`src/design/pfcs_pkg.sv`:
```
// ----------------------------------------------------------------------------
// pfcs_pkg
// Shared widths, constants and types for the pressure frame check and scale
// block: CRC-8 settings, status codes and the divider request bundle.
// ----------------------------------------------------------------------------
package pfcs_pkg;

  // crc-8 settings
  localparam logic [7:0] CRC_START = 8'hFF;
  localparam logic [7:0] CRC_POLY  = 8'h31;

  // field and datapath widths
  localparam int WORD_W  = 16;
  localparam int GAIN_W  = 10;
  localparam int DVD_W   = 25;
  localparam int DVS_W   = 17;
  localparam int PRESS_W = 26;
  localparam int CNT_W   = 5;

  localparam logic [GAIN_W-1:0] PRESSURE_GAIN = 10'd1000;

  // status codes
  localparam logic [1:0] STATUS_OK   = 2'd0;
  localparam logic [1:0] STATUS_CRC  = 2'd1;
  localparam logic [1:0] STATUS_ZERO = 2'd2;

  // byte place within a three-byte group
  localparam logic [1:0] OFF_HIGH = 2'd0;
  localparam logic [1:0] OFF_LOW  = 2'd1;
  localparam logic [1:0] OFF_CRC  = 2'd2;

  // word index within a transfer
  localparam logic [1:0] GRP_READING = 2'd0;
  localparam logic [1:0] GRP_SCALE   = 2'd2;

  // request to the serial divider
  typedef struct packed {
    logic              start;
    logic              neg;
    logic [DVD_W-1:0]  dividend;
    logic [DVS_W-1:0]  divisor;
  } div_req_t;

endpackage

```
`src/design/pressure_frame_check_and_scale.sv`:
```
// ----------------------------------------------------------------------------
// pressure_frame_check_and_scale
// Checks the bytes of a sensor read transfer and emits a scaled pressure.
// ----------------------------------------------------------------------------
// One byte is taken per item. Each byte is folded into the CRC-8 bit by bit,
// and after a byte that completes no transfer the next byte is only taken
// once that fold is done. The last byte of a transfer (the third, or the
// ninth while no scale factor is held) yields one result: on a checksum
// failure or a zero scale it is ready as soon as the fold is done, otherwise
// the serial divider works out 25 quotient bits, one per cycle, and then
// hands the quotient over.
// A finished result waits in an output register, so new bytes are accepted
// while it is still pending; a second result waits for that register.
// ----------------------------------------------------------------------------
module pressure_frame_check_and_scale (
  input  logic                                clk,
  input  logic                                rst_n,
  input  logic                                in_valid,
  output logic                                in_ready,
  input  logic [7:0]                          in_rx_byte,
  input  logic                                in_first_byte,
  output logic                                out_valid,
  input  logic                                out_ready,
  output logic signed [pfcs_pkg::PRESS_W-1:0] out_pressure,
  output logic [1:0]                          out_status
);

  localparam int WORD_W  = pfcs_pkg::WORD_W;
  localparam int PRESS_W = pfcs_pkg::PRESS_W;
  localparam int DVD_W   = pfcs_pkg::DVD_W;
  localparam int DVS_W   = pfcs_pkg::DVS_W;

  localparam logic [1:0] S_IDLE = 2'd0;
  localparam logic [1:0] S_CRC  = 2'd1;
  localparam logic [1:0] S_DIV  = 2'd2;
  localparam logic [1:0] S_EMIT = 2'd3;

  logic [1:0]         state_r;
  logic [1:0]         state_nxt;
  logic [1:0]         grp_r;
  logic [1:0]         off_r;
  logic [7:0]         crc_r;
  logic [7:0]         high_r;
  logic [WORD_W-1:0]  reading_r;
  logic [WORD_W-1:0]  scale_r;
  logic [WORD_W-1:0]  cand_r;
  logic               fail_r;
  logic               fetch_r;
  logic [PRESS_W-1:0] res_p_r;
  logic [1:0]         res_s_r;
  logic               out_valid_r;
  logic [PRESS_W-1:0] out_p_r;
  logic [1:0]         out_s_r;

  logic               in_acc;
  logic               start_new;
  logic [1:0]         grp_eff;
  logic [1:0]         off_eff;
  logic [7:0]         crc_eff;
  logic               crc_busy;
  logic               crc_done;
  logic [7:0]         crc_out;
  logic               is_last;
  logic               fail_upd;
  logic [WORD_W-1:0]  scale_eff;
  logic [WORD_W-1:0]  reading_mag;
  logic [WORD_W-1:0]  scale_mag;
  logic [WORD_W+pfcs_pkg::GAIN_W-1:0] product;
  logic               div_busy;
  logic               div_done;
  logic signed [PRESS_W-1:0] div_quot;
  logic               out_free;
  pfcs_pkg::div_req_t div_req;

  assign in_ready = (state_r == S_IDLE);
  assign in_acc   = in_valid && in_ready;
  assign out_free = !out_valid_r || out_ready;

  // start of a transfer: flagged byte, or any byte at position zero
  always_comb begin
    start_new = in_first_byte || (grp_r == 2'd0 && off_r == pfcs_pkg::OFF_HIGH);
    grp_eff   = start_new ? 2'd0 : grp_r;
    off_eff   = start_new ? pfcs_pkg::OFF_HIGH : off_r;
    crc_eff   = start_new ? pfcs_pkg::CRC_START : crc_r;
  end

  pfcs_crc_serial u_crc (
    .clk     (clk),
    .rst_n   (rst_n),
    .start   (in_acc),
    .crc_in  (crc_eff),
    .byte_in (in_rx_byte),
    .busy    (crc_busy),
    .done    (crc_done),
    .crc_out (crc_out)
  );

  // end-of-byte decisions
  always_comb begin
    is_last   = (off_r == pfcs_pkg::OFF_CRC) &&
                (fetch_r ? (grp_r == pfcs_pkg::GRP_SCALE) :
                           (grp_r == pfcs_pkg::GRP_READING));
    fail_upd  = fail_r || ((off_r == pfcs_pkg::OFF_CRC) && (crc_out != 8'h00));
    scale_eff = fetch_r ? cand_r : scale_r;
  end

  // divider operands: magnitudes, gain applied once
  always_comb begin
    reading_mag      = reading_r[WORD_W-1] ? (WORD_W'(0) - reading_r) : reading_r;
    scale_mag        = scale_eff[WORD_W-1] ? (WORD_W'(0) - scale_eff) : scale_eff;
    product          = reading_mag * pfcs_pkg::PRESSURE_GAIN;
    div_req.start    = (state_r == S_CRC) && crc_done && is_last && !fail_upd &&
                       (scale_eff != '0);
    div_req.neg      = reading_r[WORD_W-1] ^ scale_eff[WORD_W-1];
    div_req.dividend = product[DVD_W-1:0];
    div_req.divisor  = DVS_W'(scale_mag);
  end

  pfcs_div_serial u_div (
    .clk   (clk),
    .rst_n (rst_n),
    .req   (div_req),
    .busy  (div_busy),
    .done  (div_done),
    .quot  (div_quot)
  );

  // state sequencing
  always_comb begin
    state_nxt = state_r;
    case (state_r)
      S_IDLE: begin
        if (in_acc) begin
          state_nxt = S_CRC;
        end
      end
      S_CRC: begin
        if (crc_done) begin
          if (!is_last) begin
            state_nxt = S_IDLE;
          end else if (div_req.start) begin
            state_nxt = S_DIV;
          end else begin
            state_nxt = S_EMIT;
          end
        end
      end
      S_DIV: begin
        if (div_done) begin
          state_nxt = S_EMIT;
        end
      end
      S_EMIT: begin
        if (out_free) begin
          state_nxt = S_IDLE;
        end
      end
      default: state_nxt = S_IDLE;
    endcase
  end

  // control registers
  always_ff @(posedge clk) begin
    if (!rst_n) begin
      state_r     <= S_IDLE;
      grp_r       <= 2'd0;
      off_r       <= pfcs_pkg::OFF_HIGH;
      crc_r       <= pfcs_pkg::CRC_START;
      scale_r     <= '0;
      fail_r      <= 1'b0;
      fetch_r     <= 1'b0;
      out_valid_r <= 1'b0;
    end else begin
      state_r <= state_nxt;
      // byte taken
      if (in_acc) begin
        grp_r <= grp_eff;
        off_r <= off_eff;
        if (start_new) begin
          fail_r  <= 1'b0;
          fetch_r <= (scale_r == '0);
        end
      end
      // byte folded into the crc
      if (state_r == S_CRC && crc_done) begin
        fail_r <= fail_upd;
        crc_r  <= (off_r == pfcs_pkg::OFF_CRC) ? pfcs_pkg::CRC_START : crc_out;
        if (is_last) begin
          grp_r <= 2'd0;
          off_r <= pfcs_pkg::OFF_HIGH;
          if (!fail_upd && fetch_r) begin
            scale_r <= cand_r;
          end
        end else if (off_r == pfcs_pkg::OFF_CRC) begin
          grp_r <= grp_r + 2'd1;
          off_r <= pfcs_pkg::OFF_HIGH;
        end else begin
          off_r <= off_r + 2'd1;
        end
      end
      // output register
      if (state_r == S_EMIT && out_free) begin
        out_valid_r <= 1'b1;
      end else if (out_ready) begin
        out_valid_r <= 1'b0;
      end
    end
  end

  // data words and results
  always_ff @(posedge clk) begin
    if (in_acc) begin
      if (off_eff == pfcs_pkg::OFF_HIGH) begin
        high_r <= in_rx_byte;
      end else if (off_eff == pfcs_pkg::OFF_LOW) begin
        if (grp_eff == pfcs_pkg::GRP_READING) begin
          reading_r <= {high_r, in_rx_byte};
        end else if (grp_eff == pfcs_pkg::GRP_SCALE) begin
          cand_r <= {high_r, in_rx_byte};
        end
      end
    end
    if (state_r == S_CRC && crc_done && is_last) begin
      res_p_r <= '0;
      res_s_r <= fail_upd ? pfcs_pkg::STATUS_CRC : pfcs_pkg::STATUS_ZERO;
    end
    if (state_r == S_DIV && div_done) begin
      res_p_r <= div_quot;
      res_s_r <= pfcs_pkg::STATUS_OK;
    end
    if (state_r == S_EMIT && out_free) begin
      out_p_r <= res_p_r;
      out_s_r <= res_s_r;
    end
  end

  assign out_valid    = out_valid_r;
  assign out_pressure = out_p_r;
  assign out_status   = out_s_r;

`ifndef NO_ASSERTIONS
  // the crc unit only runs while a byte is in flight
  a_crc_busy_state: assert property (@(posedge clk) disable iff (!rst_n)
    crc_busy |-> (state_r == S_CRC))
    else $error("crc unit busy outside byte processing");

  // the divider only runs in its own phase
  a_div_busy_state: assert property (@(posedge clk) disable iff (!rst_n)
    div_busy |-> (state_r == S_DIV))
    else $error("divider busy outside divide phase");

  // an accepted item always starts a crc pass
  a_accept_crc: assert property (@(posedge clk) disable iff (!rst_n)
    in_acc |=> (crc_busy && state_r == S_CRC))
    else $error("accepted item did not start crc");

  // an error status carries zero pressure
  a_err_zero: assert property (@(posedge clk) disable iff (!rst_n)
    (out_valid && out_status != pfcs_pkg::STATUS_OK) |-> (out_pressure == '0))
    else $error("error result with non-zero pressure");
`endif

endmodule

```
`src/design/pfcs_crc_serial.sv`:
```
// ----------------------------------------------------------------------------
// pfcs_crc_serial
// Bit-serial CRC-8 update: folds one byte into a running CRC, MSB first,
// one bit per clock until all eight bits are folded in.
// ----------------------------------------------------------------------------
module pfcs_crc_serial (
  input  logic       clk,
  input  logic       rst_n,
  input  logic       start,
  input  logic [7:0] crc_in,
  input  logic [7:0] byte_in,
  output logic       busy,
  output logic       done,
  output logic [7:0] crc_out
);

  logic [7:0] crc_r;
  logic [2:0] cnt_r;
  logic       busy_r;
  logic       done_r;
  logic [7:0] crc_nxt;

  // one polynomial step
  always_comb begin
    if (crc_r[7]) begin
      crc_nxt = {crc_r[6:0], 1'b0} ^ pfcs_pkg::CRC_POLY;
    end else begin
      crc_nxt = {crc_r[6:0], 1'b0};
    end
  end

  // control
  always_ff @(posedge clk) begin
    if (!rst_n) begin
      busy_r <= 1'b0;
      done_r <= 1'b0;
      cnt_r  <= 3'd0;
    end else begin
      done_r <= 1'b0;
      if (start) begin
        busy_r <= 1'b1;
        cnt_r  <= 3'd0;
      end else if (busy_r) begin
        cnt_r <= cnt_r + 3'd1;
        if (cnt_r == 3'd7) begin
          busy_r <= 1'b0;
          done_r <= 1'b1;
        end
      end
    end
  end

  // shift register
  always_ff @(posedge clk) begin
    if (start) begin
      crc_r <= crc_in ^ byte_in;
    end else if (busy_r) begin
      crc_r <= crc_nxt;
    end
  end

  assign busy    = busy_r;
  assign done    = done_r;
  assign crc_out = crc_r;

endmodule

```
`src/design/pfcs_div_serial.sv`:
```
// ----------------------------------------------------------------------------
// pfcs_div_serial
// Restoring divider on magnitudes, one quotient bit per clock, with the
// sign applied to the quotient at the output.
// ----------------------------------------------------------------------------
module pfcs_div_serial (
  input  logic                                clk,
  input  logic                                rst_n,
  input  pfcs_pkg::div_req_t                  req,
  output logic                                busy,
  output logic                                done,
  output logic signed [pfcs_pkg::PRESS_W-1:0] quot
);

  localparam int DVD_W = pfcs_pkg::DVD_W;
  localparam int DVS_W = pfcs_pkg::DVS_W;
  localparam int CNT_W = pfcs_pkg::CNT_W;

  logic [DVD_W-1:0] dvd_r;
  logic [DVS_W-1:0] dvs_r;
  logic [DVS_W-1:0] rem_r;
  logic [CNT_W-1:0] cnt_r;
  logic             neg_r;
  logic             busy_r;
  logic             done_r;

  logic [DVS_W:0]   shifted;
  logic [DVS_W+1:0] diff;
  logic             borrow;

  // trial subtract
  always_comb begin
    shifted = {rem_r, dvd_r[DVD_W-1]};
    diff    = {1'b0, shifted} - {2'b00, dvs_r};
    borrow  = diff[DVS_W+1];
  end

  // control
  always_ff @(posedge clk) begin
    if (!rst_n) begin
      busy_r <= 1'b0;
      done_r <= 1'b0;
      cnt_r  <= '0;
    end else begin
      done_r <= 1'b0;
      if (req.start) begin
        busy_r <= 1'b1;
        cnt_r  <= CNT_W'(DVD_W);
      end else if (busy_r) begin
        cnt_r <= cnt_r - CNT_W'(1);
        if (cnt_r == CNT_W'(1)) begin
          busy_r <= 1'b0;
          done_r <= 1'b1;
        end
      end
    end
  end

  // quotient bits shift in where dividend bits leave
  always_ff @(posedge clk) begin
    if (req.start) begin
      dvd_r <= req.dividend;
      dvs_r <= req.divisor;
      neg_r <= req.neg;
      rem_r <= '0;
    end else if (busy_r) begin
      dvd_r <= {dvd_r[DVD_W-2:0], ~borrow};
      rem_r <= borrow ? shifted[DVS_W-1:0] : diff[DVS_W-1:0];
    end
  end

  // signed result
  always_comb begin
    if (neg_r) begin
      quot = pfcs_pkg::PRESS_W'(0) - pfcs_pkg::PRESS_W'({1'b0, dvd_r});
    end else begin
      quot = pfcs_pkg::PRESS_W'({1'b0, dvd_r});
    end
  end

  assign busy = busy_r;
  assign done = done_r;

endmodule
```
`config.mk`:
```
export PLATFORM = sky130hd
export DESIGN_NAME = pressure_frame_check_and_scale
export DESIGN_NICKNAME = d
export VERILOG_FILES = /design/src/design/pfcs_pkg.sv /design/src/design/pressure_frame_check_and_scale.sv /design/src/design/pfcs_crc_serial.sv /design/src/design/pfcs_div_serial.sv
export SDC_FILE = /design/constraint.sdc
export NUM_CORES = 1
export LEC_CHECK = 0
export ABC_AREA = 1
export BUFFER_PORTS_ARGS = -buffer_cell sky130_fd_sc_hd__buf_2
export CAP_MARGIN = 20
export CORE_UTILIZATION = 45
export DETAILED_ROUTE_END_ITERATION = 10
export GPL_TIMING_DRIVEN = 0
export PLACE_DENSITY = 0.64
export SYNTH_ARGS = -nofsm -noshare
export SYNTH_HDL_FRONTEND = slang
export SYNTH_SLANG_ARGS = --single-unit
export TNS_END_PERCENT = 5
```
`constraint.sdc`:
```
create_clock -name clk -period 8.4 [get_ports clk]
set_input_delay 0.42 -clock clk [delete_from_list [all_inputs] [get_ports clk]]
set_output_delay 0.42 -clock clk [all_outputs]
set_load 0.01 [all_outputs]
```
==> flow_summary.toml, run 1 <==
[status]
outcome = "completed"

[synthesis]
synth_most_common_cell = "nand2_1"
synth.lib_cells_used.distinct = 45
async_reset_ff_share_pct = 0
synth_top_cells_by_area = "edfxtp_1, nand2_1, dfxtp_1"
synth_sequential_area_ratio_pct = 42.17
number_of_enable_type_register_cells_in_the_synthesized_netlist = 141
synth_warnings = 0
post_synth.cell_area_avg_um2 = 8.498
netlist_area_mm2 = 0.01322
post_synth_top_area_cell = "edfxtp_1"
post_synth_inst_count = 1556
synth_top_cells_by_count = "nand2_1, inv_1, edfxtp_1"
synthesized_netlist_net_count = 1689
most_common_flop_cell_mapped_by_yosys = "edfxtp_1"
yosys.area.top_type_share_pct = 32.02
ys_ff_latch = 208

[global_route]
grt_pass1_wl_mm = 48.98
grt_usage_pct = 20.05
grt_max_degree = 27
antenna_found_initial = 0
first_global_vias = 9805
overflow = 0

[clocking]
clk-insertion-delay-late_ps = 510
cts_made_buffers = 23
holdBufCountCts = 0
clock_sink_count = 208
htree_num_levels = 1
postCtsSetupRepairBufs = 0
clkTransAtPathRegs_ps = 60
ctsResizeCount = 0
clock_path_buffers = 3
cts.root.buffer_cell = "clkbuf_16"
tritoncts = "yes"

[critical_path]
worstPathRequired_ps = 8670
timing.critical_path.mode_cell = "inv_1"
cpMaxStageDelayCell = "fa_1"
cp_data_arrival_time_ps = 5960
crit_type = "flop to flop"
slowest_delay_ps = 520
crit_buf_inv = 7
worst_path_dominant_cell_family = "adder cells"
setup.worst_path.end_class = "flop"
critPathMaxFanout = 6
cp-start-kind = "flop"

[placement]
port_buffers = 42
place.detailed.hpwl_mm = 22.78
weighted_congestion_reported_at_the_end_of_routability_driven_placement = 0.9149

[routing]
firstDrtPassIters = 5
drtIter0Drc = 706
wire_per_inst_um = 14.32
wl_mm = 29.02
drt-vias-per-instance = 4.962
route.antenna.remaining_nets = 0
post_route_drc_violation_count = 0
route.vias.total = 10050

[floorplan]
die-width_um = 173.4
dieHeight_um = 173.4
core_region_area_mm2 = 0.02878
floorplan.die_area_mm2 = 0.03007
ioPinCount = 43
row_count = 62
initial_core_util_pct = 45.94

[timing]
finalMaxSlewViolations = 0
finalCritPeriodShare_pct = 67.81
relSlewSlack_pct = 43.29
finalSetupViolations = 0
fin_setup_tns_ps = 0
finalWorstPathRequiredPeriod_ps = 5696
tightest_slew_ps = 841.7
clock.fmax_mhz = 175.6
unrepaired_setup_endpoints_after_global_routing = "no"
final_count_of_hold_timing_violations = 0
finalClockSkew_ps = 11.34

[finish]
multi_input_area_mm2 = 0.006411
drive_gt1_share_pct = 9.683
n_fill_cell = 2683
area_growth_pct = 11.69
finalCoreUtilization_pct = 51.31
layout.nets = 1759
regArea_mm2 = 0.005575
n_antenna_cell = 0

[pwr]
power_density_mw_per_mm2 = 161.8
cellLeakagePower_nw = 6.639
peakVddDrop_v = 0.0001147

[job]
cap_violations = 0

[min_path]
holdCritPathClass = "input pin to flop"
-- metal layers --
layer	share of wire, %	GRT usage (%)
met1	48	27.87
met2	45	32.56
met3	4.4	2.741
met4	2.4	5.973
met5	0	0
-- area by class of cell --
cell class	count	area share, %
Timing Repair Buffer	45	1.788
Buffer	33	1.364
Clock buffer	24	3.991
Multi-Input combinational cell	1038	43.41
Clock inverter	17	1.381
Tap cell	384	3.253
Sequential cell	208	37.75
Inverter	277	7.058
-- state kept, by name, indices dropped and copies added (netlist names), 3 cells and up, named ones only --
name	flops
out_pressure	26
res_p_r	26
u_div.dvd_r	25
u_div.rem_r	17
cand_r	16
reading_r	16
scale_r	16
u_div.dvs_r	16
crc_r	8
high_r	8
u_crc.crc_out	8
u_div.cnt_r	5
u_crc.cnt_r	3
-- worst register-to-register path: stages, from the launching register on --
cell	delay, ps
edfxtp_1	500
inv_1	130
nand3_1	120
nor2_1	280
nand3_1	150
xor2_1	150
nand2_1	50
o21ai_0	330
inv_1	340
ha_1	370
inv_1	50
fa_1	520
inv_1	50
fa_1	510
inv_1	60
fa_1	490
inv_1	40
ha_1	350
nand2_1	140
inv_1	60
a21oi_1	260
o21bai_1	90
a21oi_1	160
nand3b_1	90
nand3_1	90
nand2_1	50
-- kinds of logic after synthesis --
| family | Yosys count | share of synthesized area, % |
|---|---|---|
| xor+xnor | 59 | 3.908 |
| buf+inv | 310 | 9.406 |
| fa+ha+maj | 120 | 14.14 |
| simple gates | 636 | 20.60 |
| flops | 208 | 42.17 |
| compound gates | 223 | 9.784 |
-- report_power, final --
part	leakage, nW	total, mW	internal (mW)	switching (mW)
combinational	4.47	0.208	0.0705	0.137
clock	0.377	1.04	0.634	0.410
sequential	1.79	1.14	1.12	0.0198
-- per-stage QoR --
step | hold WS (ps) | total power, mW | cell area, um^2 | instances | setup WS [ps]
after floorplan | 400.3 | 1.308 | 13220 | 1556 | 3369
after global placement | 403.8 | 1.362 | 13910 | 1982 | 2779
after detailed placement | 404.5 | 1.365 | 13950 | 1984 | 2710
after CTS | 167.7 | 2.411 | 14740 | 2025 | 2688
after global routing | 169.2 | 2.481 | 14770 | 2026 | 2205
final | 179.5 | 2.389 | 14770 | 2026 | 2704
-- cells in the final DEF (no fill, tap or decap), types with 49 or more instances in the layout --
master / instances
a21oi_1: 88
nor2_1: 111
nand2_1: 363
fa_1: 49
nand3_1: 83
inv_1: 272
edfxtp_1: 141
o21ai_0: 77
dfxtp_1: 67
ha_1: 71
-- worst paths after layout --
path / start / to / slack, ps / cells after the start
worst min register to register: res_p_r[3]$_SDFFCE_PN0P_ / out_pressure[3]$_DFFE_PP_ / 420 / 0
worst min-delay path: in_rx_byte[5] / cand_r[5]$_DFFE_PP_ / 180 / 1
worst max register to register: reading_r[0]$_DFFE_PP_ / u_div.dvd_r[23]$_DFFE_PP_ / 2700 / 25
worst max-delay path: reading_r[0]$_DFFE_PP_ / u_div.dvd_r[23]$_DFFE_PP_ / 2700 / 25
(Power assumes the default switching activity.)
==> run 2: changes to the inputs <==
==> constraint.sdc (replaced) <==
create_clock -name clk -period 5.3 [get_ports clk]
set_input_delay 0.265 -clock clk [delete_from_list [all_inputs] [get_ports clk]]
set_output_delay 0.265 -clock clk [all_outputs]
set_load 0.01 [all_outputs]
==> flow_summary.toml, run 2 (synthesis gave the netlist of run 1 again) <==
[timing]
finalWorstPathRequiredPeriod_ps = 5052
finalClockSkew_ps = 13.17
final_count_of_hold_timing_violations = 0
finalHoldWorstSlack_ps = 28.58
tightest_slew_ps = 865.2
clock.fmax_mhz = 197.9
finalSetupViolations = 0
relSlewSlack_pct = 42.26
unrepaired_setup_endpoints_after_global_routing = "yes"
finalCritPeriodShare_pct = 95.32
finalMaxSlewViolations = 0

[floorplan]
die-width_um = 173.4
core_region_area_mm2 = 0.02878
floorplan.die_area_mm2 = 0.03007
dieHeight_um = 173.4
row_count = 62
ioPinCount = 43
initial_core_util_pct = 45.94

[global_route]
grt_pass1_wl_mm = 49.00
grt_usage_pct = 20.06
first_global_vias = 9822
antenna_found_initial = 0
overflow = 0
grt_max_degree = 27

[critical_path]
crit_type = "flop to flop"
cp_data_arrival_time_ps = 5320
crit_buf_inv = 5
slowest_delay_ps = 550
setup.worst_path.end_class = "flop"
crit_chain = "inv_1, ha_1, nand4_1, buf_4, o31ai_4, xor2_2, inv_1, fa_1, fa_1, fa_1, fa_1, inv_1, ha_2, nand2_2, nor2_2, inv_1, o21a_1, nand2_1, nand2_1, nand3_1, o21ai_2"
worstPathRequired_ps = 5570
cpMaxStageDelayCell = "fa_1"
critPathMaxFanout = 5
worst_path_dominant_cell_family = "adder cells"
cp-start-kind = "flop"

[clocking]
clk-insertion-delay-late_ps = 510
cts.root.buffer_cell = "clkbuf_16"
clkTransAtPathRegs_ps = 60
cts_made_buffers = 23
holdBufCountCts = 0
clock_path_buffers = 3
clock_sink_count = 208
tritoncts = "yes"
htree_num_levels = 1

[finish]
layout.nets = 1771
regArea_mm2 = 0.005575
most_common_cell_after_layout_fill_and_taps_aside = "nand2_1"
n_antenna_cell = 0
highest_count_cells_in_the_layout_ignoring_fill_and_taps = "nand2_1, inv_1, edfxtp_1"
multi_input_area_mm2 = 0.006628
layout.cell_area.non_filler_mm2 = 0.01508
n_fill_cell = 2646
drive_gt1_share_pct = 12.70
finalCoreUtilization_pct = 52.40
area_growth_pct = 14.04

[status]
outcome = "completed"

[routing]
post_route_drc_violation_count = 0
wire_per_inst_um = 14.33
firstDrtPassIters = 5
route.vias.total = 10140
wl_mm = 29.21
route.antenna.remaining_nets = 0
drt-vias-per-instance = 4.976
drtIter0Drc = 721

[placement]
place.detailed.hpwl_mm = 22.78
weighted_congestion_reported_at_the_end_of_routability_driven_placement = 0.9149
placedInstanceArea_mm2 = 0.01395
port_buffers = 42

[pwr]
peakVddDrop_v = 0.0001825
cellLeakagePower_nw = 6.739
power_density_mw_per_mm2 = 251.0
power.total_mw = 3.785

[job]
cap_violations = 0

[min_path]
holdCritPathClass = "input pin to flop"
[run 2: worst paths after layout]
check | start | end | slack, ps | cells past startpoint
max | reading_r[0]$_DFFE_PP_ | u_div.dvd_r[20]$_DFFE_PP_ | 250 | 21
min | in_rx_byte[5] | cand_r[5]$_DFFE_PP_ | 30 | 1
max reg2reg | reading_r[0]$_DFFE_PP_ | u_div.dvd_r[20]$_DFFE_PP_ | 250 | 21
min reg2reg | res_p_r[3]$_SDFFCE_PN0P_ | out_pressure[3]$_DFFE_PP_ | 420 | 0
[run 2: through the flow]
stage / setup TNS, ps / setup slack (ps) / std cells
final: 0 / 248.0 / 2038
after floorplan: 0 / 269.2 / 1556
after detailed placement: -2491 / -389.9 / 1984
after global routing: -214.7 / -47.63 / 2038
after CTS: -30.35 / -30.35 / 2027
after global placement: -1881 / -321.5 / 1982
[run 2: cell type report]
type                    instances  share of cell area [%]
inverters                     277                   6.912
repair buffers                 58                   2.398
plain buffers                  32                   1.319
flip-flops and latches        208                   36.97
well taps                     384                   3.186
clock inverters                17                   1.352
multi-input cells            1038                   43.95
clock buffers                  24                   3.908
[run 2: power by group]
part           internal (mW)  leakage, nW  total, mW  switching [mW]
logic                  0.112         4.57      0.329           0.218
clock network           1.01        0.377       1.65           0.649
registers               1.77         1.79       1.80          0.0316
[run 2: repair_timing]
| item | 4_1_cts | 5_1_grt |
|---|---|---|
| setup buffers | 2 | 11 |
| pin swaps | 1 | 7 |
| resized for setup | 12 | 38 |
| endpoints found under the setup margin | 10 | 12 |
[run 2: per-layer routing]
metal	global-route usage, %	share of wire (%)
met2	32.60	45
met1	27.88	48
met4	5.973	2.4
met5	0	0
met3	2.741	4.6
[run 2: worst reg2reg max path: cells and delay by family, from the launching register on]
| kind | cells | cell delay (ps) |
|---|---|---|
| DFF | 1 | 380 |
| buffers and inverters | 5 | 560 |
| adders and majority gates | 6 | 2530 |
| and+or+nand+nor | 6 | 670 |
| xor gates and xnor gates | 1 | 200 |
| AOI/OAI and AO/OA | 3 | 460 |
